`src/rtl/ramp_breakpoint_extractor_core_defines.svh`:
```
// Assertion helpers for the ramp breakpoint extractor.
// Each macro expects clk and arst_n to be visible in the module that uses it.
`ifndef RAMP_BREAKPOINT_EXTRACTOR_CORE_DEFINES_SVH
`define RAMP_BREAKPOINT_EXTRACTOR_CORE_DEFINES_SVH

// Same-cycle implication.
`define RBE_ASSERT_IMP(label, ante, cons, msg) \
	label: assert property (@(posedge clk) disable iff (!arst_n) (ante) |-> (cons)) else $error(msg);

// Next-cycle implication.
`define RBE_ASSERT_NXT(label, ante, cons, msg) \
	label: assert property (@(posedge clk) disable iff (!arst_n) (ante) |=> (cons)) else $error(msg);

`endif

```
`src/rtl/rbe_pkg.sv`:
```
`default_nettype none
package rbe_pkg;

	localparam int TICK_W    = 32;
	localparam int VAL_W     = 24;
	localparam int US_W      = 32;
	localparam int CFG_W     = 32;
	localparam int CFG_IDX_W = 1;
	localparam int FRAC_W    = 16;
	localparam int PROD_W    = 64;
	localparam int NSLOT     = 3;

	localparam logic [CFG_IDX_W-1:0] CFG_TICK_LENGTH = 1'd0;
	localparam logic [CFG_IDX_W-1:0] CFG_GAP_LIMIT   = 1'd1;

	localparam logic [CFG_W-1:0] TICK_LENGTH_RST = 32'd341333;
	localparam logic [CFG_W-1:0] GAP_LIMIT_RST   = 32'd333000;

	// result slots of one beat group, emitted in this order
	localparam int SLOT_HEAD = 0;
	localparam int SLOT_TAIL = 1;
	localparam int SLOT_END  = 2;

	typedef enum logic [1:0] {
		KIND_FIRST = 2'd0,
		KIND_RAMP  = 2'd1,
		KIND_END   = 2'd2
	} kind_t;

	// how much of the chunk has been seen
	typedef enum logic [2:0] {
		SEEN_NONE = 3'b001,
		SEEN_ONE  = 3'b010,
		SEEN_TWO  = 3'b100
	} seen_t;

	typedef struct packed {
		logic [TICK_W-1:0]       tick;
		logic signed [VAL_W-1:0] value;
		logic [US_W-1:0]         rdur;
		logic                    last;
	} item_t;

	typedef struct packed {
		logic [CFG_W-1:0] tick_length;
		logic [CFG_W-1:0] gap_limit;
	} cfg_t;

	// span: tick difference for a ramp before scaling, microseconds after
	typedef struct packed {
		kind_t                   kind;
		logic [TICK_W-1:0]       start;
		logic [US_W-1:0]         span;
		logic signed [VAL_W-1:0] value;
	} res_t;

	typedef struct packed {
		logic [NSLOT-1:0] vld;
		res_t [NSLOT-1:0] slot;
	} group_t;

endpackage
`default_nettype wire

```
`src/rtl/rbe_scale.sv`:
```
`default_nettype none
module rbe_scale import rbe_pkg::*; (
	input  wire group_t           raw,
	input  wire logic [CFG_W-1:0] tick_length,
	output group_t                scaled
);

	logic [PROD_W-1:0] prod [SLOT_END];

	// ticks times Q16.16 length, truncated, saturated to 32 bits
	always_comb begin
		scaled = raw;
		for (int i = 0; i < SLOT_END; i++) begin
			prod[i] = {{(PROD_W-US_W){1'b0}}, raw.slot[i].span}
				* {{(PROD_W-CFG_W){1'b0}}, tick_length};
			if (raw.slot[i].kind == KIND_RAMP) begin
				if (prod[i][PROD_W-1:US_W+FRAC_W] != '0) begin
					scaled.slot[i].span = '1;
				end else begin
					scaled.slot[i].span = prod[i][US_W+FRAC_W-1:FRAC_W];
				end
			end
		end
	end

endmodule
`default_nettype wire

```
`config.mk`:
```
export PLATFORM = sky130hd
export DESIGN_NAME = rbe_scale
export DESIGN_NICKNAME = d
export VERILOG_FILES = /design/src/rtl/ramp_breakpoint_extractor_core_defines.svh /design/src/rtl/rbe_pkg.sv /design/src/rtl/rbe_scale.sv
export SDC_FILE = /design/constraint.sdc
export NUM_CORES = 2
export LEC_CHECK = 0
export ABC_AREA = 1
export BUFFER_PORTS_ARGS = -buffer_cell sky130_fd_sc_hd__buf_2
export CAP_MARGIN = 30
export CORE_AREA = 4 4 482 532
export DETAILED_ROUTE_END_ITERATION = 7
export DIE_AREA = 0 0 486 536
export GPL_TIMING_DRIVEN = 0
export RECOVER_POWER = 25
export SYNTH_ARGS = -nofsm -noshare
export SYNTH_HDL_FRONTEND = slang
export SYNTH_SLANG_ARGS = --single-unit
```
`constraint.sdc`:
```
create_clock -name vclk -period 25.4
set_input_delay 2.54 -clock vclk [all_inputs]
set_output_delay 2.54 -clock vclk [all_outputs]
set_load 0.03 [all_outputs]
```
# After elaboration in Yosys (flattened, before gate mapping)
# Index checks and enable logic that the tools add are counted.
[classes]
n_addsub = 0
eq_ne = 2
mux = 4
n_shift = 0
n_lt_le_gt_ge = 0
n_bitwise = 0
mul = 2
n_reduce_logical = 2
div_mod_pow = 0
[ops]
columns = ["cell", "n"]
rows = [
  ["32-bit by 32-bit multiplier with 64-bit output", 2],
  ["32-bit 2-to-1 mux", 4],
  ["16-bit nonzero test", 2],
  ["2-bit by 1-bit equality test with 1-bit output (second input constant)", 2],
]
[totals]
inputBits = 305
mem_bits_ro = 0
out_inout_bits = 273
memories = 0
latchBits = 0
mem_bits_rw = 0
reg_bits = 0

# Longest topological paths before layout
[depth]
depth_word = 4
depth_mapped = 38

# Worst setup path before layout
# No wires, ideal clock.
[synth_path]
kind = "in2out"
startpoint = "input port tick_length[5]"
endpoint = "output port scaled[115] (netlist name)"
path_slack_ps = 13617
path_stages = 33
arrival_ps = 9243
path_buffers = 3
path_cell_list = "clkbuf_1 clkbuf_1 nand2_1 fa_1 inv_1 fa_1 fa_1 inv_1 fa_1 inv_1 fa_1 fa_1 fa_1 inv_1 fa_1 inv_1 ha_1 nand2_1 nor2_1 inv_2 nor2_2 inv_1 nor3_1 nand2_1 nand3_1 nand2_1 nor2_1 nand2_2 nor2_8 buf_12 nand3_2 nand2_1 inv_1"
[synth_lines]
columns = ["element", "line_no", "rtl"]
rows = [
  ["start: declaration", "rbe_scale.sv:4", "input wire logic [CFG_W-1:0] tick_length,"],
  ["end: declaration", "rbe_scale.sv:5", "output group_t scaled"],
]

==> metrics.yaml <==
status:
  outcome: "finished, final reports clean"
timing:
  fin_crit_sh: 0.5562
  slew_headroom: 0.2351
  finalSetupTns_ns: 0
  setup_violations: 0
  rsz0062_at_grt: "no"
  fin_crit_ns: 14.13
  fmax_mhz: 70.78
  finalHoldViolations: 0
  final_max_slew_viol_count: 0
  tightest_slew_ns: 1.147
route:
  drt_iter0_markers: 5806
  routed_wl_mm: 317.6
  ant_nets: 0
  routed-via-count: 65237
  drc_errors: 0
  drt-pass1-iter-count: 7
  wl_per_cell_um: 22.48
  viasPerCell: 4.617
grt:
  grt_usage: 0.2426
  top_usage_layer: "met2"
  grt_pass1_wl_mm: 459.7
  grt.met1_usage: 0.3022
  grt.overflow.total: 0
  grt_max_degree: 11
  grt_pass1_vias: 67216
  use_met3: 0.07141
  use_met2: 0.3824
  antenna_found_initial: 33
worst_setup_path:
  path_max_fanout: 10
  crit_top_cell: "fa_1"
  crit_arrival_ns: 11.59
  cp-end-kind: "primary output"
  start_kind: "input pin"
  worstPathRequired_ns: 22.86
  max_stage_delay_ns: 0.81
  cpMaxStageDelayCell: "clkbuf_1"
  criticalPathCategory: "input pin to primary output"
synthesis:
  ys_types: 43
  syn_inst: 10378
  synth_area_leaders: "fa_1, inv_1, nand2_1, ha_1, clkbuf_1"
  syn_nets: 12993
  synth_top_area_frac: 0.4774
  avgSynthCellArea_sq_um: 7.233
  synth_top_area_cell: "fa_1"
  netlist_area_sq_mm: 0.07506
  yosysWarnings: 0
  ys_seq_area_frac: 0
cells_and_area:
  nets: 13411
  seq_cell_count: 0
  layout-drive-gt1-share: 0.06930
  syn_to_final_growth_pct: 10.22
  fillCellCount: 27344
  clkbuf_count: 0
  regArea_sq_um: 0
die:
  dieHeight_um: 536
  die_area_sq_mm: 0.2605
  row_count: 193
  die_w_um: 486
  design.core.area_sq_mm: 0.2507
  start_util: 0.2995
  ios: 578
place:
  gp_congestion: 1.031
  portBuffers: 281
  place_hpwl_mm: 279.3
worst_hold_path:
  hp-class: "input pin to primary output"
clock_tree:
  post-cts-setup-buffers: 0
  cts-hold-fix-buffers: 0
  cts.repair.resized: 0
flow_run:
  maxCapViolations: 0
[through the flow]
| step | std cells | worst slack, ns | utilization | hold slack (ns) | area [sq um] |
|---|---|---|---|---|---|
| finish | 14130 | 11.27 | 0.3301 | 5.330 | 82730 |
| global route | 14113 | 11.02 | 0.3299 | 5.340 | 82690 |
| CTS | 14085 | 11.19 | 0.3288 | 5.331 | 82420 |
| detailed placement | 14085 | 11.19 | 0.3288 | 5.332 | 82420 |
| global placement | 13974 | 10.64 | 0.3216 | 5.332 | 80620 |
| floorplan | 10378 | 13.62 | - | 5.212 | 75060 |
[Yosys cell counts (12+ instances only)]
library cell  count
a21oi_1         166
a31oi_1          12
buf_1            45
buf_4           216
clkbuf_1        434
fa_1           1790
ha_1            520
inv_1          3531
inv_2            13
nand2_1        2914
nand3_1         108
nand3_2          31
nor2_1          270
nor2_2           27
nor3_1           16
o21ai_0          48
o21bai_1         37
or2_2            65
xor2_1           47
[routing by layer]
metal  vias up  part of all wire
li1      28859                 -
met4         8             0.065
met1     31925              0.38
met5         -           0.00018
met3       811              0.12
met2      3634              0.44
[cell usage in the layout (no fill, tap or decap), types with 3 or more instances in the layout]
master,instances
a21oi_1,166
nor2_1,270
nor3_2,4
or2_2,65
inv_2,13
buf_8,115
nand3_2,31
buf_4,216
nor4_1,4
buf_1,41
nand3b_1,7
ha_1,520
inv_1,3531
nor2_2,27
buf_2,225
nand4_1,9
clkbuf_1,493
diode_2,21
nand2_1,2914
fa_1,1790
xor2_1,47
nor3_1,16
o21bai_1,37
nand3_1,108
and2_1,3
a31oi_1,12
buf_12,3
clkbuf_2,9
o21ai_0,48
xnor2_1,10
buf_6,12
and3_1,8
buf_16,11
nand2_2,9
[logic make-up after synthesis]
family	share of synthesized area
adders and majority gates	0.5641
and+or+nand+nor	0.1847
xor gates and xnor gates	0.006651
AOI/OAI and AO/OA	0.02002
buffers and inverters	0.2246
[worst max-delay path: cells and delay by family]
kind,cells,cell delay (ns)
AND/OR/NAND/NOR,12,1.70
buffers and inverters,10,2.26
adder cells (fa/ha/maj),9,4.29
AO/OA/AOI/OAI,2,0.73
[layout make-up]
| type | count | area (sq um) | area share |
|---|---|---|---|
| tap | 3315 | 4148 | 0.05013 |
| inverter | 3544 | 13300 | 0.1608 |
| buffer | 709 | 3570 | 0.04315 |
| antenna | 21 | 52.55 | 0.0006352 |
| timing repair buffer | 416 | 3452 | 0.04173 |
| multi-input combinational | 6125 | 58210 | 0.7036 |
[path summary, 6_finish.rpt]
kind  startpoint          end  slack [ns]  depth (start not counted)
max      raw[33]   scaled[28]       11.27                         33
min     raw[170]  scaled[170]        5.33                          2
