<file path="config.mk">
export PLATFORM = sky130hd
export DESIGN_NAME = rbe_track
export DESIGN_NICKNAME = d
export VERILOG_FILES = /design/src/rtl/rbe_pkg.sv /design/src/rtl/rbe_track.sv
export VERILOG_INCLUDE_DIRS = /design/src /design/src/rtl
export SDC_FILE = /design/constraint.sdc
export NUM_CORES = 2
export LEC_CHECK = 0
export ABC_CLOCK_PERIOD_IN_PS = 25200
export BUFFER_PORTS_ARGS = -buffer_cell sky130_fd_sc_hd__buf_2
export CAP_MARGIN = 20
export CORE_MARGIN = 2
export CORE_UTILIZATION = 50
export CTS_CLUSTER_DIAMETER = 100
export DETAILED_ROUTE_END_ITERATION = 8
export GPL_TIMING_DRIVEN = 0
export PLACE_DENSITY = 0.74
export SYNTH_ARGS = -nofsm -noshare
export SYNTH_HDL_FRONTEND = slang
export SYNTH_SLANG_ARGS = --single-unit
export TNS_END_PERCENT = 1
</file>
<file path="constraint.sdc">
create_clock -name clk -period 25.2 [get_ports clk]
set_input_delay 7.56 -clock clk [delete_from_list [all_inputs] [get_ports clk]]
set_output_delay 7.56 -clock clk [all_outputs]
set_load 0.02 [all_outputs]
</file>
<file path="src/rtl/ramp_breakpoint_extractor_core_defines.svh">
// Assertion helpers for the ramp breakpoint extractor.
// Each macro expects clk and arst_n to be visible in the module that uses it.
`ifndef RAMP_BREAKPOINT_EXTRACTOR_CORE_DEFINES_SVH
`define RAMP_BREAKPOINT_EXTRACTOR_CORE_DEFINES_SVH

// Same-cycle implication.
`define RBE_ASSERT_IMP(label, ante, cons, msg) \
	label: assert property (@(posedge clk) disable iff (!arst_n) (ante) |-> (cons)) else $error(msg);

// Next-cycle implication.
`define RBE_ASSERT_NXT(label, ante, cons, msg) \
	label: assert property (@(posedge clk) disable iff (!arst_n) (ante) |=> (cons)) else $error(msg);

`endif

</file>
<file path="src/rtl/rbe_pkg.sv">
`default_nettype none
package rbe_pkg;

	localparam int TICK_W    = 32;
	localparam int VAL_W     = 24;
	localparam int US_W      = 32;
	localparam int CFG_W     = 32;
	localparam int CFG_IDX_W = 1;
	localparam int FRAC_W    = 16;
	localparam int PROD_W    = 64;
	localparam int NSLOT     = 3;

	localparam logic [CFG_IDX_W-1:0] CFG_TICK_LENGTH = 1'd0;
	localparam logic [CFG_IDX_W-1:0] CFG_GAP_LIMIT   = 1'd1;

	localparam logic [CFG_W-1:0] TICK_LENGTH_RST = 32'd341333;
	localparam logic [CFG_W-1:0] GAP_LIMIT_RST   = 32'd333000;

	// result slots of one beat group, emitted in this order
	localparam int SLOT_HEAD = 0;
	localparam int SLOT_TAIL = 1;
	localparam int SLOT_END  = 2;

	typedef enum logic [1:0] {
		KIND_FIRST = 2'd0,
		KIND_RAMP  = 2'd1,
		KIND_END   = 2'd2
	} kind_t;

	// how much of the chunk has been seen
	typedef enum logic [2:0] {
		SEEN_NONE = 3'b001,
		SEEN_ONE  = 3'b010,
		SEEN_TWO  = 3'b100
	} seen_t;

	typedef struct packed {
		logic [TICK_W-1:0]       tick;
		logic signed [VAL_W-1:0] value;
		logic [US_W-1:0]         rdur;
		logic                    last;
	} item_t;

	typedef struct packed {
		logic [CFG_W-1:0] tick_length;
		logic [CFG_W-1:0] gap_limit;
	} cfg_t;

	// span: tick difference for a ramp before scaling, microseconds after
	typedef struct packed {
		kind_t                   kind;
		logic [TICK_W-1:0]       start;
		logic [US_W-1:0]         span;
		logic signed [VAL_W-1:0] value;
	} res_t;

	typedef struct packed {
		logic [NSLOT-1:0] vld;
		res_t [NSLOT-1:0] slot;
	} group_t;

endpackage
`default_nettype wire

</file>
<file path="src/rtl/rbe_track.sv">
`default_nettype none
`include "ramp_breakpoint_extractor_core_defines.svh"
module rbe_track import rbe_pkg::*; (
	input  wire logic   clk,
	input  wire logic   arst_n,
	input  wire logic   item_valid,
	output logic        item_ready,
	input  wire item_t  item,
	input  wire cfg_t   cfg,
	output logic        grp_valid,
	input  wire logic   grp_ready,
	output group_t      grp
);

	seen_t                   seen_q, seen_n;
	logic signed [VAL_W-1:0] prev_q, prev_n;
	logic signed [VAL_W-1:0] hv_q, hv_n;
	logic [TICK_W-1:0]       ht_q, ht_n;
	logic                    bld_q, bld_n;
	logic [TICK_W-1:0]       seg_q, seg_n;

	logic                    v_s2;
	group_t                  grp_s2;
	group_t                  g;

	logic                    take;
	logic [TICK_W-1:0]       ndiff;
	logic [PROD_W-1:0]       gap_prod;
	logic                    row;
	logic                    ext;

	assign item_ready = !v_s2 || grp_ready;
	assign take       = item_valid && item_ready;
	assign grp_valid  = v_s2;
	assign grp        = grp_s2;

	// gap to the incoming sample, compared in Q16.16 microseconds
	assign ndiff    = item.tick - ht_q;
	assign gap_prod = {{(PROD_W-TICK_W){1'b0}}, ndiff} * {{(PROD_W-CFG_W){1'b0}}, cfg.tick_length};
	assign row      = gap_prod > {{(PROD_W-CFG_W-FRAC_W){1'b0}}, cfg.gap_limit, {FRAC_W{1'b0}}};

	// strict local extreme of the held sample
	assign ext = (hv_q > prev_q && hv_q > item.value) || (hv_q < prev_q && hv_q < item.value);

	always_comb begin
		seen_n = seen_q;
		prev_n = prev_q;
		hv_n   = hv_q;
		ht_n   = ht_q;
		bld_n  = bld_q;
		seg_n  = seg_q;
		g      = '0;
		unique case (seen_q)
			SEEN_NONE: begin
				g.vld[SLOT_HEAD]  = 1'b1;
				g.slot[SLOT_HEAD] = '{KIND_FIRST, item.tick, item.rdur, item.value};
				seen_n            = SEEN_ONE;
			end
			SEEN_ONE, SEEN_TWO: begin
				if (seen_q == SEEN_TWO) begin
					if (!bld_q) begin
						bld_n = 1'b1;
						seg_n = ht_q;
					end else begin
						if (ext || row) begin
							g.vld[SLOT_HEAD]  = 1'b1;
							g.slot[SLOT_HEAD] = '{KIND_RAMP, seg_q, ht_q - seg_q, hv_q};
						end
						bld_n = !row;
						if (!row && ext) begin
							seg_n = ht_q;
						end
					end
				end
				prev_n = hv_q;
				seen_n = SEEN_TWO;
			end
			default: begin
				seen_n = SEEN_NONE;
			end
		endcase
		ht_n = item.tick;
		hv_n = item.value;
		if (item.last) begin
			// final sample closes an open ramp at itself
			if (seen_n == SEEN_TWO && bld_n) begin
				g.vld[SLOT_TAIL]  = 1'b1;
				g.slot[SLOT_TAIL] = '{KIND_RAMP, seg_n, item.tick - seg_n, item.value};
			end
			g.vld[SLOT_END]  = 1'b1;
			g.slot[SLOT_END] = '{KIND_END, '0, '0, '0};
			seen_n = SEEN_NONE;
			prev_n = '0;
			hv_n   = '0;
			ht_n   = '0;
			bld_n  = 1'b0;
			seg_n  = '0;
		end
	end

	always_ff @(posedge clk or negedge arst_n) begin
		if (!arst_n) begin
			seen_q <= SEEN_NONE;
			prev_q <= '0;
			hv_q   <= '0;
			ht_q   <= '0;
			bld_q  <= 1'b0;
			seg_q  <= '0;
			v_s2   <= 1'b0;
		end else begin
			if (take) begin
				seen_q <= seen_n;
				prev_q <= prev_n;
				hv_q   <= hv_n;
				ht_q   <= ht_n;
				bld_q  <= bld_n;
				seg_q  <= seg_n;
			end
			if (item_ready) begin
				v_s2 <= take;
			end
		end
	end

	always_ff @(posedge clk) begin
		if (take) begin
			grp_s2 <= g;
		end
	end

	`RBE_ASSERT_IMP(a_build_needs_pair, bld_q, seen_q == SEEN_TWO, "ramp open without held pair")
	`RBE_ASSERT_NXT(a_end_clears, take && item.last, seen_q == SEEN_NONE && !bld_q, "chunk not cleared")
	`RBE_ASSERT_IMP(a_tail_has_end, v_s2 && grp_s2.vld[SLOT_TAIL], grp_s2.vld[SLOT_END], "tail ramp without end")

endmodule
`default_nettype wire

</file>
# After elaboration in Yosys (flattened, before gate mapping)
# Cells that the tools add are included.
[totals]
reg_bits = 390
input_bits = 157
output_inout_bits = 275
[op_classes]
n_addsub = 3
multipliers = 1
n_lt_le_gt_ge = 5
eq_ne = 4
n_mux = 27
n_reduce_logical = 14
[ops]
columns = ["op", "n"]
rows = [
  ["89-bit 2-to-1 mux", 4],
  ["32-bit 2-to-1 mux", 6],
  ["180-bit 2-to-1 mux", 1],
  ["89-bit case mux with 2 select lines", 1],
  ["32-bit subtractor", 3],
  ["24-bit 2-to-1 mux", 3],
  ["64-bit by 48-bit greater-than comparator with 1-bit output", 1],
  ["32-bit by 32-bit multiplier with 64-bit output", 1],
  ["24-bit greater-than comparator", 2],
  ["24-bit < comparator", 2],
  ["1-bit 2-to-1 mux", 8],
  ["3-bit == test (second input constant)", 2],
  ["3-bit case mux with 2 select lines", 1],
  ["1-bit logical AND", 5],
  ["2-bit AND reduction", 2],
  ["3-bit by 1-bit == test with 1-bit output (second input constant)", 1],
  ["3-bit by 2-bit == test with 1-bit output (second input constant)", 1],
  ["1-bit logical OR", 3],
  ["3-bit 2-to-1 mux", 1],
  ["1-bit zero test", 2],
  ["2-bit 2-to-1 mux", 1],
  ["1-bit case mux with 2 select lines", 1],
  ["2-bit nonzero test", 1],
  ["2-bit OR reduction", 1],
]

# Logic depth before layout (Yosys ltp)
[logic_depth]
depth_word = 12
mapped_depth = 78
mapped_depth_nobuf = 73

# Worst setup path before layout
# No wires, ideal clock.
[synth_path]
path_type = "input-to-reg"
from = "input item[57] in the netlist's numbering"
to = "register grp_s2 (netlist bit grp[142]) (data pin)"
setup_ns = 0.262
arrival_time_ns = 22.728
required_time_ns = 24.938
setup_slack_ns = 2.210
path_stages = 73
n_path_buf = 5
path_cell_list = "inv_1 -> ha_1 -> fa_1 -> nor2b_1 -> o21ai_0 -> a21boi_1 -> o21ai_0 -> a21boi_1 -> o21ai_0 -> a21boi_1 -> o21ai_0 -> a21boi_1 -> o21ai_0 -> a21boi_1 -> o21a_1 -> nor2_1 -> a2bb2oi_1 -> a211oi_1 -> (+37 left out) -> and4_1 -> buf_4 -> o21ai_4 -> buf_6 -> clkbuf_1 -> a21oi_1 -> ha_1 -> and3_1 -> a41o_1 -> a21oi_1 -> o21ai_0 -> a21oi_1 -> nand2_1 -> a21oi_1 -> nor3_1 -> o21a_1 -> o32ai_1 -> mux2_1"
[synth_via]
elab_chain_cells = 10
word_cells_on_any_way = 15
[synth_rtl]
columns = ["item", "line_no", "rtl"]
rows = [
  ["from (decl)", "rbe_track.sv:8", "input wire item_t item,"],
  ["32-bit subtractor", "rbe_track.sv:38", "assign ndiff = item.tick - ht_q;"],
  ["32-bit by 32-bit multiplier with 64-bit output", "rbe_track.sv:39", "assign gap_prod = {{(PROD_W-TICK_W){1'b0}}, ndiff} * {{(PROD_W-CFG_W){1'b0}}, cfg.tick_length};"],
  ["64-bit by 48-bit greater-than comparator with 1-bit output", "rbe_track.sv:40", "assign row = gap_prod > {{(PROD_W-CFG_W-FRAC_W){1'b0}}, cfg.gap_limit, {FRAC_W{1'b0}}};"],
  ["1-bit zero test", "rbe_track.sv:69, rbe_track.sv:70", ""],
  ["1-bit logical AND", "rbe_track.sv:70", "if (!row && ext) begin"],
  ["32-bit 2-to-1 mux", "rbe_track.sv:70", ""],
  ["32-bit 2-to-1 mux", "rbe_track.sv:61", "if (!bld_q) begin"],
  ["32-bit 2-to-1 mux", "rbe_track.sv:60", "if (seen_q == SEEN_TWO) begin"],
  ["32-bit 2-to-1 mux", "rbe_track.sv:53", "unique case (seen_q)"],
  ["32-bit subtractor", "rbe_track.sv:88", "g.slot[SLOT_TAIL] = '{KIND_RAMP, seg_n, item.tick - seg_n, item.value};"],
  ["to (signal assigned)", "rbe_track.sv:127", "grp_s2 <= g;"],
  ["to (decl)", "rbe_track.sv:23", "group_t grp_s2;"],
]
# Several ways; a longest one is shown, not always the timed one.
# A chain may end at the register's enable or synchronous reset.

# Worst setup path in the final report
# Ends and elaborated chain as after synthesis.

==> results.json <==
{
  "maxSlewHeadroom": 0.194,
  "rows": 119,
  "synthMuxAreaShare": 0.00277,
  "cp_common_cell": "fa_1",
  "cts_inserted_buffers": 25,
  "synth_compound_area_frac": 0.100,
  "placed_cell_area_um2": 56700,
  "syn_area_um2": 52800,
  "nets": 7755,
  "start_kind": "input pin",
  "r2r_start": "ht_q[1]",
  "avgRoutedWirePerCell_um": 22.6,
  "cap_violations": 0,
  "required_ns": 25.51,
  "crit_path_end_kind": "flop",
  "r2r_slack_ns": 7.35,
  "area_growth_pct": 10.4,
  "async_flop_share": 0.394,
  "drt_wl_total_mm": 174,
  "initial_utilization": 0.503,
  "clock_path_buffers": 3,
  "ys_ff_latch": 297,
  "postCtsHoldBufs": 0,
  "setup_viol": 0,
  "ys.warnings.count": 0,
  "firstDrtPassIters": 5,
  "die_w_um": 329,
  "synth_fa_ha_area_frac": 0.443,
  "final_cell_area_um2": 58300,
  "status": "complete, no violations",
  "first_iter_violations": 3768,
  "synth_cells": 5789,
  "drive_gt1_frac": 0.100,
  "finalClockSkew_ns": 0.0240,
  "hp-class": "reg2reg",
  "grt_pass1_vias": 44100,
  "clock_latency_ns": 0.59,
  "ys_top_cells_by_area": "fa_1 (34%), edfxtp_1 (10%), ha_1 (10%)",
  "clk_transition_reported_paths_ns": 0.07,
  "drc": 0,
  "finalHoldViolCount": 0,
  "die_y_um": 329,
  "period_share": 0.973,
  "grt_start_max_net_pins": 84,
  "crit_fanout": 10,
  "synth_xor_area_frac": 0.0184,
  "critical_path_class": "in2reg",
  "antenna_found_initial": 14,
  "portBuffers": 340,
  "critPathArrivalTime_ns": 24.81,
  "maxSlewViolCount": 0,
  "core-area_um2": 105000,
  "cts_tree": "yes",
  "slowest_delay_ns": 0.67,
  "die_area_um2": 108000,
  "dr_total_vias": 43400,
  "synth_top_family_by_area": "adder cells",
  "ys_seq_area_frac": 0.158,
  "root_buffer": "clkbuf_16",
  "fmaxAchievable_mhz": 40.8,
  "synth-edff-count": 180,
  "track_usage": 0.324,
  "synth.avg_cell_area_um2": 9.12,
  "hpwl_mm": 148,
  "cts_sinks": 297,
  "yosys.area.top_type_share": 0.340,
  "synth_commonest_cells": "inv_1 (1,077), fa_1 (898), nand2_1 (633), and2_1 (471), ha_1 (431)",
  "crit_path_start": "item[57]",
  "fin_cells": 7688,
  "dp_cells": 7617,
  "min_from": "prev_q[18]",
  "yosysMostFrequentCell": "inv_1",
  "ys_types": 89,
  "tns_ns": 0,
  "pin_count": 432,
  "synth_largest_area_cell": "fa_1",
  "ys.flop_type": "edfxtp_1",
  "gp_congestion": 1.02,
  "synth-simple-area-share": 0.165,
  "vias_per_cell": 5.65,
  "worstMarginPinSlew_ns": 1.21,
  "antenna_left": 0,
  "grt_pass1_wl_mm": 264,
  "cts_max_level": 1,
  "slowest_stage": "fa_1",
  "layout_min_cycle_time_ns": 24.51,
  "grt-ovfl-total": 0
}
cell usage in the layout, fill, tap and decap left out, types with 14 or more instances in the layout:
master / instances
inv_1: 1077
fa_1: 898
nand2_1: 633
and2_1: 471
ha_1: 428
buf_2: 351
clkbuf_1: 268
nor2_1: 220
edfxtp_1: 180
o21ai_0: 177
a21oi_1: 176
dfrtp_1: 116
buf_4: 106
conb_1: 91
nand3_1: 80
xnor2_1: 60
nor2b_1: 59
a22o_1: 56
o31ai_1: 54
a21o_1: 50
nor3_1: 49
nand2b_1: 48
xor2_1: 42
and3_1: 39
nand4_1: 39
nand3b_1: 33
o22ai_1: 32
clkbuf_16: 27
o211ai_1: 24
o21a_1: 23
clkbuf_2: 23
o21ai_1: 19
o31a_1: 19
o21bai_1: 19
a211oi_1: 18
a21boi_0: 15
or3_1: 14
registers in the layout (all words and copies together) (netlist names):
signal / count
hv_q: 24
seg_q: 32
seen_q: 3
prev_q: 24
grp: 180
ht_q: 32
grp_valid: 1
bld_q: 1
cell type report:
cell class	count	area, µm²
inverter	1077	4040
clock buffer	29	683
timing repair buffer	364	2040
antenna	10	25.0
fill	9436	46700
sequential	297	8330
buffer	404	1940
tap	1391	1740
clock inverter	16	209
multi-input combinational	4100	39300
cells by family after synthesis:
group                      after synthesis
AOI/OAI and AO/OA                      803
xor gates and xnor gates               111
adders and majority gates             1332
buffers and inverters                 1482
DFF                                    297
muxes                                   14
other                                    1
and+or+nand+nor                       1749
worst max-delay path, delay by kind of cell:
kind	cells	cell delay [ns]
buffers and inverters	9	1.79
multiplexers	1	0.37
adder cells (fa/ha/maj)	13	5.82
XOR/XNOR	1	0.14
AO/OA/AOI/OAI	29	5.00
AND/OR/NAND/NOR	17	4.10
routing by layer:
metal  global-route usage  share of wire  vias to the layer above
met1                0.417           0.38                    21400
met4                0.147          0.052                        6
met2                0.520           0.46                     2515
met5                    0        0.00018                        -
li1                     -              -                    19000
met3               0.0786           0.12                      443
per-stage QoR:
stage	hold WS (ns)	setup WS, ns	utilization
2_1_floorplan	0.466	2.21	-
3_3_place_gp	0.488	-1.89	0.539
3_5_place_dp	0.492	-2.05	0.540
4_1_cts	0.513	0.00410	0.551
5_1_grt	0.525	-0.0510	0.555
6_report	0.508	0.691	0.555
repair_timing:
action,in CTS,in global routing
buffers inserted,2,13
hold endpoints to repair,0,0
pin swaps,3,23
resized for setup,54,96
setup endpoints to repair,27,27
worst paths after layout:
path,end,depth (start not counted)
max,grp[142],70
min in group asynchronous,grp_valid,1
max in group asynchronous,seg_q[26],2
min,prev_q[18],1
min reg2reg,prev_q[18],1
max reg2reg,grp[142],71
Power is left out: the tool's default activity adds up to more than one toggle a clock period on the data nets, which glitch-free logic cannot reach.
