**config.mk**
```make
export PLATFORM = sky130hd
export DESIGN_NAME = rbe_emit
export DESIGN_NICKNAME = d
export VERILOG_FILES = /design/src/rtl/rbe_pkg.sv /design/src/rtl/rbe_emit.sv
export VERILOG_INCLUDE_DIRS = /design/src /design/src/rtl
export SDC_FILE = /design/constraint.sdc
export NUM_CORES = 1
export LEC_CHECK = 0
export BUFFER_PORTS_ARGS = -buffer_cell sky130_fd_sc_hd__buf_4
export CORE_UTILIZATION = 49
export CTS_CLUSTER_DIAMETER = 120
export CTS_CLUSTER_SIZE = 16
export DETAILED_ROUTE_END_ITERATION = 10
export PLACE_DENSITY_LB_ADDON = 0.05
export REMOVE_ABC_BUFFERS = 1
export SLEW_MARGIN = 10
export SYNTH_ARGS = -nofsm -noshare
export SYNTH_HDL_FRONTEND = slang
export SYNTH_SLANG_ARGS = --single-unit
```
**constraint.sdc**
```tcl
create_clock -name clk -period 9.9 [get_ports clk]
set_clock_uncertainty 0.05 [all_clocks]
set_input_delay 1.485 -clock clk [delete_from_list [all_inputs] [get_ports clk]]
set_output_delay 1.485 -clock clk [all_outputs]
set_load 0.005 [all_outputs]
```
**src/rtl/ramp_breakpoint_extractor_core_defines.svh**
```systemverilog
// Assertion helpers for the ramp breakpoint extractor.
// Each macro expects clk and arst_n to be visible in the module that uses it.
`ifndef RAMP_BREAKPOINT_EXTRACTOR_CORE_DEFINES_SVH
`define RAMP_BREAKPOINT_EXTRACTOR_CORE_DEFINES_SVH

// Same-cycle implication.
`define RBE_ASSERT_IMP(label, ante, cons, msg) \
	label: assert property (@(posedge clk) disable iff (!arst_n) (ante) |-> (cons)) else $error(msg);

// Next-cycle implication.
`define RBE_ASSERT_NXT(label, ante, cons, msg) \
	label: assert property (@(posedge clk) disable iff (!arst_n) (ante) |=> (cons)) else $error(msg);

`endif

```
**src/rtl/rbe_pkg.sv**
```systemverilog
`default_nettype none
package rbe_pkg;

	localparam int TICK_W    = 32;
	localparam int VAL_W     = 24;
	localparam int US_W      = 32;
	localparam int CFG_W     = 32;
	localparam int CFG_IDX_W = 1;
	localparam int FRAC_W    = 16;
	localparam int PROD_W    = 64;
	localparam int NSLOT     = 3;

	localparam logic [CFG_IDX_W-1:0] CFG_TICK_LENGTH = 1'd0;
	localparam logic [CFG_IDX_W-1:0] CFG_GAP_LIMIT   = 1'd1;

	localparam logic [CFG_W-1:0] TICK_LENGTH_RST = 32'd341333;
	localparam logic [CFG_W-1:0] GAP_LIMIT_RST   = 32'd333000;

	// result slots of one beat group, emitted in this order
	localparam int SLOT_HEAD = 0;
	localparam int SLOT_TAIL = 1;
	localparam int SLOT_END  = 2;

	typedef enum logic [1:0] {
		KIND_FIRST = 2'd0,
		KIND_RAMP  = 2'd1,
		KIND_END   = 2'd2
	} kind_t;

	// how much of the chunk has been seen
	typedef enum logic [2:0] {
		SEEN_NONE = 3'b001,
		SEEN_ONE  = 3'b010,
		SEEN_TWO  = 3'b100
	} seen_t;

	typedef struct packed {
		logic [TICK_W-1:0]       tick;
		logic signed [VAL_W-1:0] value;
		logic [US_W-1:0]         rdur;
		logic                    last;
	} item_t;

	typedef struct packed {
		logic [CFG_W-1:0] tick_length;
		logic [CFG_W-1:0] gap_limit;
	} cfg_t;

	// span: tick difference for a ramp before scaling, microseconds after
	typedef struct packed {
		kind_t                   kind;
		logic [TICK_W-1:0]       start;
		logic [US_W-1:0]         span;
		logic signed [VAL_W-1:0] value;
	} res_t;

	typedef struct packed {
		logic [NSLOT-1:0] vld;
		res_t [NSLOT-1:0] slot;
	} group_t;

endpackage
`default_nettype wire

```
**src/rtl/rbe_emit.sv**
```systemverilog
`default_nettype none
`include "ramp_breakpoint_extractor_core_defines.svh"
module rbe_emit import rbe_pkg::*; (
	input  wire logic              clk,
	input  wire logic              arst_n,
	input  wire logic              grp_valid,
	output logic                   grp_ready,
	input  wire group_t            grp,
	output logic                   out_valid,
	input  wire logic              out_ready,
	output kind_t                  out_kind,
	output logic [TICK_W-1:0]      out_start,
	output logic [US_W-1:0]        out_dur,
	output logic signed [VAL_W-1:0] out_value,
	output logic                   out_last
);

	logic [NSLOT-1:0] vld_q;
	res_t [NSLOT-1:0] slot_q;
	logic [NSLOT-1:0] sel;
	logic [1:0]       idx;
	logic [NSLOT-1:0] rem;
	logic             fire;
	res_t             cur;

	always_comb begin
		priority if (vld_q[SLOT_HEAD]) begin
			sel = NSLOT'(1) << SLOT_HEAD;
			idx = 2'(SLOT_HEAD);
		end else if (vld_q[SLOT_TAIL]) begin
			sel = NSLOT'(1) << SLOT_TAIL;
			idx = 2'(SLOT_TAIL);
		end else begin
			sel = NSLOT'(1) << SLOT_END;
			idx = 2'(SLOT_END);
		end
	end

	assign out_valid = |vld_q;
	assign fire      = out_valid && out_ready;
	assign rem       = vld_q & ~(fire ? sel : '0);
	assign grp_ready = (rem == '0);

	assign cur       = slot_q[idx];
	assign out_kind  = cur.kind;
	assign out_start = cur.start;
	assign out_dur   = cur.span;
	assign out_value = cur.value;
	assign out_last  = (cur.kind == KIND_END);

	always_ff @(posedge clk or negedge arst_n) begin
		if (!arst_n) begin
			vld_q <= '0;
		end else if (grp_ready) begin
			vld_q <= grp_valid ? grp.vld : '0;
		end else begin
			vld_q <= rem;
		end
	end

	always_ff @(posedge clk) begin
		if (grp_valid && grp_ready) begin
			slot_q <= grp.slot;
		end
	end

	`RBE_ASSERT_IMP(a_end_drains, fire && out_last, rem == '0, "end marker not last of group")
	`RBE_ASSERT_IMP(a_first_alone, out_valid && out_kind == KIND_FIRST, !vld_q[SLOT_TAIL], "pass-through with tail ramp")

endmodule
`default_nettype wire
```
# Yosys cells after proc, flatten, opt, wreduce, memory -nomap -nowiden

Cells that the tools add are included.

Flip-flop bits (word level): 273
Input bits: 277
Output and inout bits: 93
Logic and storage cells: 30

$lt $le $gt $ge: 1
Equality and inequality tests: 1
Multiplexer cells: 9
Bitwise gates (word level): 2
Reduce and logical (&&, ||, !) cells: 4

Operator list:

| kind                                                                 | number |
|---|---|
| 90-bit binary-select mux with 2-bit select                           | 1 |
| 90-bit 2-to-1 mux                                                    | 1 |
| 3-bit 2-to-1 mux                                                     | 5 |
| 2-bit 2-to-1 mux                                                     | 2 |
| 3-bit bitwise AND                                                    | 1 |
| 3-bit logical NOT                                                    | 1 |
| 2-bit by 3-bit < comparator with 1-bit output, second input constant | 1 |
| 3-bit inverter                                                       | 1 |
| 3-bit OR reduction                                                   | 1 |
| 2-bit == test, second input constant                                 | 1 |
| 1-bit logical AND                                                    | 2 |

# Depth between registers and ports, before layout

Gate-level depths: netlist (run 1).

Depth in word-level cells: 7
Mapped depth: 5
Depth with buffers taken out: 3

# Worst setup path before layout (run 1)

OpenSTA, ideal clock, no wires.

Path kind: input -> register
From: input out_ready
To: register slot_q[0] in the netlist's numbering, enable pin
Setup time: 0.656 ns
Arrival time: 7.693 ns
Data required time: 9.194 ns
Setup slack: 1.500 ns
Cell stages on the path: 3
Path buffers: 0
Cell sequence: nand2b_1 > a21oi_1 > o21a_1

Word-level cells in the longest chain between the ends: 6

Ends and longest elaborated chain:

| what                   | line           | RTL |
|---|---|---|
| start: declaration     | rbe_emit.sv:10 | `input wire logic out_ready,` |
| 1-bit logical AND      | rbe_emit.sv:40 | `assign fire = out_valid && out_ready;` |
| 3-bit 2-to-1 mux       | rbe_emit.sv:41 | `assign rem = vld_q & ~(fire ? sel : '0);` |
| 3-bit inverter         | rbe_emit.sv:41 |  |
| 3-bit bitwise AND      | rbe_emit.sv:41 |  |
| 3-bit logical NOT      | rbe_emit.sv:42 | `assign grp_ready = (rem == '0);` |
| 1-bit logical AND      | rbe_emit.sv:62 | `if (grp_valid && grp_ready) begin` |
| end signal: assignment | rbe_emit.sv:63 | `slot_q <= grp.slot;` |
| end: declaration       | rbe_emit.sv:19 | `res_t [NSLOT-1:0] slot_q;` |

Every way passes these cells.
A chain may end at the register's enable or synchronous reset.

# Worst setup path in the final report (run 1)

From: register vld_q[1]
To: output out_last

Word-level cells in the longest chain between the ends: 5

Ends and longest elaborated chain:

| what                                       | line           | RTL |
|---|---|---|
| start: declaration                         | rbe_emit.sv:18 | `logic [NSLOT-1:0] vld_q;` |
| start signal: assignment                   | rbe_emit.sv:55 | `vld_q <= grp_valid ? grp.vld : '0;` |
| start signal: assignment                   | rbe_emit.sv:57 | `vld_q <= rem;` |
| 2-bit 2-to-1 mux                           | rbe_emit.sv:30 | `end else if (vld_q[SLOT_TAIL]) begin` |
| 2-bit 2-to-1 mux                           | rbe_emit.sv:27 | `priority if (vld_q[SLOT_HEAD]) begin` |
| 90-bit binary-select mux with 2-bit select | rbe_emit.sv:44 | `assign cur = slot_q[idx];` |
| 90-bit 2-to-1 mux (not written as such)    | rbe_emit.sv:44 |  |
| 2-bit == test                              | rbe_emit.sv:49 | `assign out_last = (cur.kind == KIND_END);` |
| end: declaration                           | rbe_emit.sv:15 | `output logic out_last` |

Every way passes these cells. The select of a mux whose other input is x is not followed.

==> flow_summary_export.csv, run 1 <==
group,metric,value,unit
cts,cts.path.max_buffers,3,
setup_path,cp_max_fo,56,
cts,cts_made_buffers,21,
placement,dp_slack,5.26,ns
placement,place_inst,1208,
yosys,yosys-top-cells-area,"edfxtp_1, mux2i_1, o21ai_1, nand2_1, buf_8",
status,status,"finished clean",
power,pwr-share-clk,23.5,%
sta,min_period_over_period,46.6,%
sta,rsz0062_at_grt,"no",
routing,via_per_inst,4.97,
setup_path,crit_type,"reg2out",
yosys,synth.avg_cell_area,17.2,sq um
sta,whs,0.583,ns
finish,layout-drive-gt1-share,41.5,%
placement,gp_congestion,0.834,
yosys,synth_cells,596,
power,cellPowerDensity,235,nW/um^2
finish,nets,1238,
routing,detail-route-antenna-nets,0,
sta,hold_viol,0,
setup_path,cp-start-kind,"register",
sta,fmax,217,MHz
run,maxCapViolations,0,
power,p_comb_share,25.3,%
routing,drc_errors,0,
global_route,grt_pass1_wl,34.3,mm
yosys,yosysWarnings,0,
cts,clk_pin_slew,0.06,ns
floorplan,initial_core_util,50.3,%
power,irDropWorstVdd,0.000170,V
finish,syn_to_final_growth,34.2,%
min_path,whs_path_depth,1,
floorplan,rows,52,
yosys,synth_top_area_share,79.1,%
cts,root_buffer,"clkbuf_16",
global_route,globalRouteOverflowTotal,0,
setup_path,critPathArrivalTime,3.08,ns
routing,vias,6158,
cts,clkSinkCount,273,
setup_path,worstSetupStartpoint,"vld_q[1]",
sta,fin_tns_setup,0,ns
yosys,yosysTopAreaCell,"edfxtp_1",
setup_path,ff2ff_path_depth,4,
setup_path,cp_data_required_time,8.37,ns
min_path,hold_start,"vld_q[2]",
yosys,async_reset_ff_share,1.10,%
power,finalPower,3.23,mW
cts,postCtsSetupBuffers,0,
floorplan,fp.dieArea,21500,sq um
min_path,hold_class,"reg2reg",
setup_path,r2r-end,"slot_q[66]",
yosys,synth-edff-count,270,
yosys,synth_seq_cells,273,
sta,timing.final.max_slew_violations,0,
global_route,grt_use_total,21.1,%
routing,wl,23.0,mm
placement,place_hpwl,16.3,mm
yosys,yosysUniqueCellTypes,26,
routing,wl_per_cell,18.6,um
sta,relSlewSlack,27.0,%
cts,tritoncts,"built",
power,pwr-share-seq,51.2,%
setup_path,r2r_slack,5.96,ns
placement,numPortBuffers,369,
cts,htreeDepth,1,
setup_path,worstReg2RegStart,"vld_q[0]",
routing,dr.pass1.iters,6,
routing,drt_iter0_markers,298,
cts,cts_hold_buf,0,
floorplan,core,20400,sq um
sta,worst_slack,5.28,ns
finish,fin_cells,1239,
power,switchingPower,0.875,mW
floorplan,die_y,147,um
floorplan,fp.dieW,147,um
sta,period_minus_slack,4.62,ns
power,p_int,2.35,mW
min_path,whs_endpoint,"vld_q[2]",
setup_path,endpoint_kind,"output pin",
sta,setup-violations-final,0,
cts,clk_latency,0.49,ns
global_route,grt_max_degree,105,
sta,worst_pin_slew,1.10,ns
yosys,ys.flop_type,"edfxtp_1",
yosys,syn_area,10200,sq um
global_route,grt_pass1_vias,6320,
global_route,antenna_found_initial,0,
finish,fillers,1474,
power,swShare,27.1,%
cts,cts_resized,0,
finish,antennaDiodeCount,0,
floorplan,ioPinCount,370,
yosys,seq_area_frac_synth,79.9,%
power,power.leakage,5.37,nW
-- per-stage QoR --
stage                     util, %  cell area [sq um]
final                        67.6              13800
after detailed placement     64.7              13200
after global placement       64.7              13200
after global routing         67.6              13800
after CTS                    67.6              13800
after floorplan                 -              10000
-- synth_stat cells (2+ instances only) --
| master | instances |
|---|---|
| buf_4 | 8 |
| nor2b_1 | 3 |
| edfxtp_1 | 270 |
| o21ai_1 | 90 |
| clkbuf_1 | 8 |
| nand2b_1 | 2 |
| mux2i_1 | 90 |
| buf_8 | 5 |
| dfrtp_1 | 3 |
| buf_2 | 10 |
| nand2_1 | 92 |
-- cells by family (layout without fill, tap and decap cells) --
| group | count (synthesis) | in the layout | share of synthesized area [%] |
|---|---|---|---|
| DFF | 273 | 273 | 79.9 |
| and+or+nand+nor | 102 | 102 | 4.02 |
| AOI/OAI and AO/OA | 97 | 97 | 4.98 |
| muxes | 90 | 90 | 8.79 |
| buffers and inverters | 33 | 406 | 2.25 |
| adders and majority gates | 1 | 1 | 0.110 |
-- routing by layer --
| layer | vias up | global-route usage, % | part of all wire (%) |
|---|---|---|---|
| met5 | - | 0 | 0 |
| met2 | 262 | 36.7 | 51 |
| met3 | 42 | 7.47 | 9.8 |
| li1 | 2980 | - | - |
| met1 | 2874 | 24.2 | 37 |
| met4 | 0 | 6.77 | 2.9 |
-- power by group through the flow --
| stage | clock [mW] | combinational [mW] | sequential (mW) |
|---|---|---|---|
| after global placement | 0 | 0.811 | 1.67 |
| final | 0.758 | 0.816 | 1.65 |
| after detailed placement | 0 | 0.825 | 1.68 |
| after CTS | 0.779 | 0.829 | 1.66 |
| after floorplan | 0 | 0.398 | 1.75 |
| after global routing | 0.817 | 0.887 | 1.68 |
-- worst max-delay path by stage --
stage	cells after the start	slack, ns	to
5_1_grt	5	5.12	out_last
6_report	5	5.28	out_last
3_3_place_gp	6	5.40	slot_q[105]
2_1_floorplan	2	0.64	slot_q[0]
3_5_place_dp	6	5.26	slot_q[250]
4_1_cts	5	5.26	out_last
-- sequential cells by signal, summed over array words and instances (netlist names) --
register / cells
slot_q: 270
vld_q: 3
-- cell type report --
cell class	count	area (sq um)	share of cell area [%]
Clock buffer	30	559	4.07
Clock inverter	1	16.3	0.118
Inverter	1	3.75	0.0273
Multi-Input combinational cell	290	1840	13.4
Sequential cell	273	8190	59.5
Tap cell	270	338	2.46
Timing Repair Buffer	374	2810	20.4
-- worst max-delay path: stages (launching register included) --
cell and delay, ns:
dfrtp_4 1.06, buf_4 0.77, mux2i_1 0.27, o21ai_1 0.10, nor2b_1 0.18, buf_4 0.13
-- placed cells by master (no fill, tap or decap), types with 2 or more instances in the layout --
cell type,count
nor2b_1,3
mux2i_1,90
dfrtp_4,2
nand2b_1,2
buf_4,374
o21ai_1,90
nand2_1,92
clkbuf_16,21
edfxtp_1,270
clkbuf_1,9
No activity file was read; power rests on OpenSTA's default activity.
==> run 2: changes to the inputs <==
==> constraint.sdc (replaced) <==
create_clock -name clk -period 4.6 [get_ports clk]
set_clock_uncertainty 0.05 [all_clocks]
set_input_delay 0.69 -clock clk [delete_from_list [all_inputs] [get_ports clk]]
set_output_delay 0.69 -clock clk [all_outputs]
set_load 0.005 [all_outputs]
==> flow_summary_export.csv, run 2 (synthesis results as in run 1) <==
group,metric,value,unit
routing,drt_iter0_markers,358,
sta,whs,0.306,ns
status,status,"finished clean",
min_path,hold_class,"in2reg",
sta,fmax,295,MHz
finish,largest_reg_flops,270,
global_route,grt_use_total,21.7,%
finish,mostFrequentLayoutCells,"buf_4, edfxtp_1, nand2_1, mux2i_1, o21ai_1",
power,cellPowerDensity,505,nW/um^2
floorplan,die_y,147,um
routing,drc_errors,0,
finish,layout-drive-gt1-share,41.7,%
setup_path,path_cells,"buf_4 > mux2i_1 > o21ai_1 > buf_4",
finish,regMostFlops,"slot_q",
floorplan,core,20400,sq um
routing,dr.pass1.iters,4,
sta,min_period_over_period,73.7,%
placement,numPortBuffers,369,
routing,wl,23.8,mm
sta,worst_slack,1.21,ns
finish,final_util,67.9,%
floorplan,fp.dieW,147,um
global_route,antenna_found_initial,0,
floorplan,ioPinCount,370,
cts,cts.path.max_buffers,3,
routing,via_per_inst,5.05,
setup_path,critPathArrivalTime,2.65,ns
placement,gp_congestion,0.846,
sta,worst_pin_slew,1.06,ns
global_route,grt_pass1_vias,6417,
cts,clkSinkCount,273,
power,irDropWorstVdd,0.000378,V
placement,dpl-instance-area,13200,sq um
finish,nets,1243,
setup_path,endpoint_kind,"output pin",
sta,relSlewSlack,29.1,%
routing,vias,6283,
routing,detail-route-antenna-nets,0,
finish,final_cell_area,13800,sq um
sta,setup-violations-final,0,
sta,hold_viol,0,
global_route,grt_max_degree,106,
floorplan,rows,52,
sta,rsz0062_at_grt,"no",
cts,clk_pin_slew,0.07,ns
floorplan,fp.dieArea,21500,sq um
cts,tritoncts,"built",
power,power.leakage,5.41,nW
setup_path,critPathMostFrequentCell,"buf_4",
setup_path,cpPeakStageDelay,1.08,ns
cts,clk_latency,0.50,ns
setup_path,cp-start-kind,"register",
run,maxCapViolations,0,
routing,wl_per_cell,19.2,um
finish,top_regs,"slot_q x270, vld_q x3",
global_route,globalRouteOverflowTotal,0,
sta,timing.final.max_slew_violations,0,
setup_path,crit_type,"reg2out",
setup_path,crit_buf_inv,2,
cts,cts_made_buffers,21,
finish,fillers,1471,
placement,place_hpwl,16.9,mm
placement,dp_slack,1.69,ns
finish,antennaDiodeCount,0,
setup_path,cp_data_required_time,3.86,ns
cts,htreeDepth,1,
setup_path,worst_path_dominant_cell_family,"flip-flops",
sta,period_minus_slack,3.39,ns
floorplan,initial_core_util,50.3,%
finish,syn_to_final_growth,35.0,%
cts,root_buffer,"clkbuf_16",
setup_path,crit_path_top_delay_cell,"dfrtp_4",
setup_path,cp_max_fo,59,
global_route,grt_pass1_wl,35.1,mm
finish,final_common_cell,"buf_4",
[run 2: changes by cell type in the layout (fill, tap and decap cells not counted), sizes merged]
| cell | delta |
|---|---|
| dlygate4sd3 | +1 |
| buf | +4 |
[run 2: metal layers]
layer  wire (um)  global-route usage (%)  vias up
li1            -                       -     2989
met1        8780                    24.9     2940
met2       12000                    37.5      309
met3        2310                    7.19       45
met4         791                    8.65        0
met5           0                       0        -
[run 2: final timing paths]
path	start	slack (ns)	cells past startpoint	to
min in group asynchronous	arst_n	0.53	2	vld_q[2]
max in group asynchronous	arst_n	3.86	2	vld_q[1]
max	vld_q[1]	1.21	4	out_dur[25]
min	grp[89]	0.31	1	slot_q[89]
max reg2reg	vld_q[1]	1.74	3	slot_q[57]
min reg2reg	vld_q[2]	0.60	1	vld_q[2]
[run 2: repair_timing]
action                     in CTS  in global routing
hold buffers                    1                  0
hold endpoints to repair        3                  0
resized for setup               0                  0
buffers inserted                0                  0
setup endpoints to repair       0                  0
[run 2: through the flow]
step,instances,total power [mW],TNS (ns)
floorplan,564,4.61,-1257.66
global placement,1212,5.37,0
detailed placement,1212,5.43,0
CTS,1244,7.07,0
global route,1244,7.33,0
finish,1244,6.99,0
[run 2: cell type report]
type	count	area, sq um	share of cell area, %
clock inverter	1	16.3	0.118
tap	270	338	2.44
inverter	1	3.75	0.0271
timing repair buffer	379	2890	20.9
multi-input combinational	290	1840	13.3
clock buffer	30	559	4.04
sequential	273	8190	59.2
[run 2: where the power goes]
group          internal [mW]  leakage [nW]  switching [mW]
Clock                  0.847         0.277           0.793
Combinational          0.943          2.55           0.851
Sequential              3.30          2.58           0.262
Total                   5.09          5.41            1.91
[run 2: worst reg2reg max path, cell delays in order, from the launching register on]
cell,delay (ns)
dfrtp_4,0.83
nor3_1,0.42
o21a_4,0.75
buf_12,0.42
==> run 3: changes to the inputs <==
--- a/config.mk
+++ b/config.mk
@@ -7,7 +7,7 @@
 export NUM_CORES = 1
 export LEC_CHECK = 0
 export BUFFER_PORTS_ARGS = -buffer_cell sky130_fd_sc_hd__buf_4
-export CORE_UTILIZATION = 49
+export CORE_UTILIZATION = 45
 export CTS_CLUSTER_DIAMETER = 120
 export CTS_CLUSTER_SIZE = 16
 export DETAILED_ROUTE_END_ITERATION = 10
==> constraint.sdc (replaced) <==
create_clock -name clk -period 3 [get_ports clk]
set_clock_uncertainty 0.05 [all_clocks]
set_input_delay 0.45 -clock clk [delete_from_list [all_inputs] [get_ports clk]]
set_output_delay 0.45 -clock clk [all_outputs]
set_load 0.005 [all_outputs]
==> flow_summary_export.csv, run 3 (synthesis results as in run 1) <==
group,metric,value,unit
global_route,globalRouteOverflowTotal,0,
routing,detail-route-antenna-nets,0,
finish,syn_to_final_growth,35.6,%
cts,tritoncts,"built",
power,pwr-share-clk,23.5,%
power,switchingPower,2.96,mW
power,finalPower,10.8,mW
routing,wl_per_cell,19.1,um
sta,worst_pin_slew,0.455,ns
global_route,grt_max_degree,82,
routing,via_per_inst,4.97,
setup_path,cp-start-kind,"register",
sta,min_period_over_period,87.6,%
finish,top_regs,"slot_q x270, vld_q x3",
sta,period_minus_slack,2.63,ns
cts,htreeDepth,1,
routing,drt_iter0_markers,367,
power,pwr-share-seq,49.2,%
cts,cts_resized,0,
power,power.leakage,5.43,nW
placement,gp_congestion,0.809,
finish,nets,1244,
setup_path,critPathArrivalTime,2.13,ns
cts,cts_hold_buf,1,
sta,worst_slack,0.371,ns
status,status,"finished clean",
finish,layout-drive-gt1-share,41.8,%
global_route,grt_use_met3,6.41,%
sta,timing.final.max_slew_violations,0,
setup_path,cp_data_required_time,2.50,ns
finish,regMostFlops,"slot_q",
floorplan,die_y,153,um
power,cellPowerDensity,776,nW/um^2
cts,root_buffer,"clkbuf_16",
global_route,grt_pass1_vias,6381,
power,p_int,7.83,mW
floorplan,ioPinCount,370,
min_path,hold_class,"in2reg",
power,swShare,27.4,%
global_route,grt_use_total,19.9,%
floorplan,initial_core_util,46.4,%
sta,setup-violations-final,0,
placement,dpl-instance-area,13300,sq um
cts,clk_latency,0.50,ns
global_route,grt-busiest-layer,"met2",
finish,fin_cells,1255,
cts,clk_pin_slew,0.07,ns
finish,final_common_cell,"buf_4",
setup_path,cp_max_fo,38,
setup_path,r2r_slack,0.93,ns
routing,drc_errors,0,
placement,dp_slack,0.898,ns
setup_path,endpoint_kind,"output pin",
sta,whs,0.0617,ns
finish,antennaDiodeCount,0,
sta,relSlewSlack,69.7,%
sta,fmax,380,MHz
floorplan,core,22100,sq um
cts,clkSinkCount,273,
floorplan,fp.dieArea,23400,sq um
routing,vias,6239,
global_route,met1_usage,23.1,%
global_route,use_met2,35.4,%
cts,postCtsSetupBuffers,0,
power,p_comb_share,27.3,%
global_route,antenna_found_initial,0,
placement,place_inst,1223,
cts,cts_made_buffers,21,
placement,numPortBuffers,369,
finish,mostFrequentLayoutCells,"buf_4, edfxtp_1, nand2_1, mux2i_1, o21ai_1",
cts,cts.path.max_buffers,3,
floorplan,rows,54,
setup_path,crit_type,"reg2out",
run,maxCapViolations,0,
finish,largest_reg_flops,270,
routing,dr.pass1.iters,5,
placement,place_hpwl,16.9,mm
floorplan,fp.dieW,153,um
sta,rsz0062_at_grt,"no",
sta,hold_viol,0,
power,irDropWorstVdd,0.000540,V
routing,wl,23.9,mm
global_route,grt_pass1_wl,35.3,mm
finish,final_cell_area,13900,sq um
==> run 3: cell types whose count changed in the layout (fill, tap and decap cells not counted) <==
cell      before  now
buf_12         3    6
buf_4        375  373
clkbuf_1       9    8
inv_6          0    1
==> run 3: final timing paths <==
| kind | start | end | depth (start not counted) |
|---|---|---|---|
| setup / recovery | vld_q[1] | out_last | 5 |
| hold / removal | grp[64] | slot_q[64] | 1 |
| setup reg to reg | vld_q[0] | slot_q[210] | 3 |
| hold reg to reg | vld_q[2] | vld_q[2] | 1 |
| max in group asynchronous | arst_n | vld_q[0] | 2 |
| min in group asynchronous | arst_n | vld_q[1] | 2 |
==> run 3: per-stage QoR <==
stage / util [%] / TNS [ns]
CTS: 62.9 / 0
detailed placement: 60.2 / 0
floorplan: - / -1786.81
global route: 62.9 / 0
global placement: 60.2 / 0
finish: 62.9 / 0
==> run 3: routing by layer <==
| metal | routed length (um) | up-vias |
|---|---|---|
| met5 | 0 | - |
| met2 | 12200 | 270 |
| met4 | 600 | 0 |
| met3 | 2180 | 31 |
| met1 | 8910 | 2946 |
| li1 | - | 2992 |
==> run 3: layout make-up <==
type / count / area (sq um)
Inverter: 1 / 3.75
Tap cell: 280 / 350
Fill cell: 1687 / 8200
Multi-Input combinational cell: 290 / 1840
Timing Repair Buffer: 380 / 2930
Clock buffer: 29 / 556
Clock inverter: 2 / 25.0
Sequential cell: 273 / 8190
==> run 3: power groups by stage <==
stage / Clock [mW] / Sequential, mW / Combinational, mW
detailed placement: 0 / 5.40 / 2.97
CTS: 2.62 / 5.32 / 2.99
floorplan: 0 / 5.63 / 1.25
global placement: 0 / 5.36 / 2.93
finish: 2.53 / 5.31 / 2.94
global route: 2.74 / 5.37 / 3.20
==> run 3: critical path, cell delays in order, from the launching register on <==
cell,delay [ns]
dfrtp_4,0.67
buf_12,0.34
mux2i_1,0.23
o21ai_1,0.09
nor2b_1,0.14
buf_4,0.14
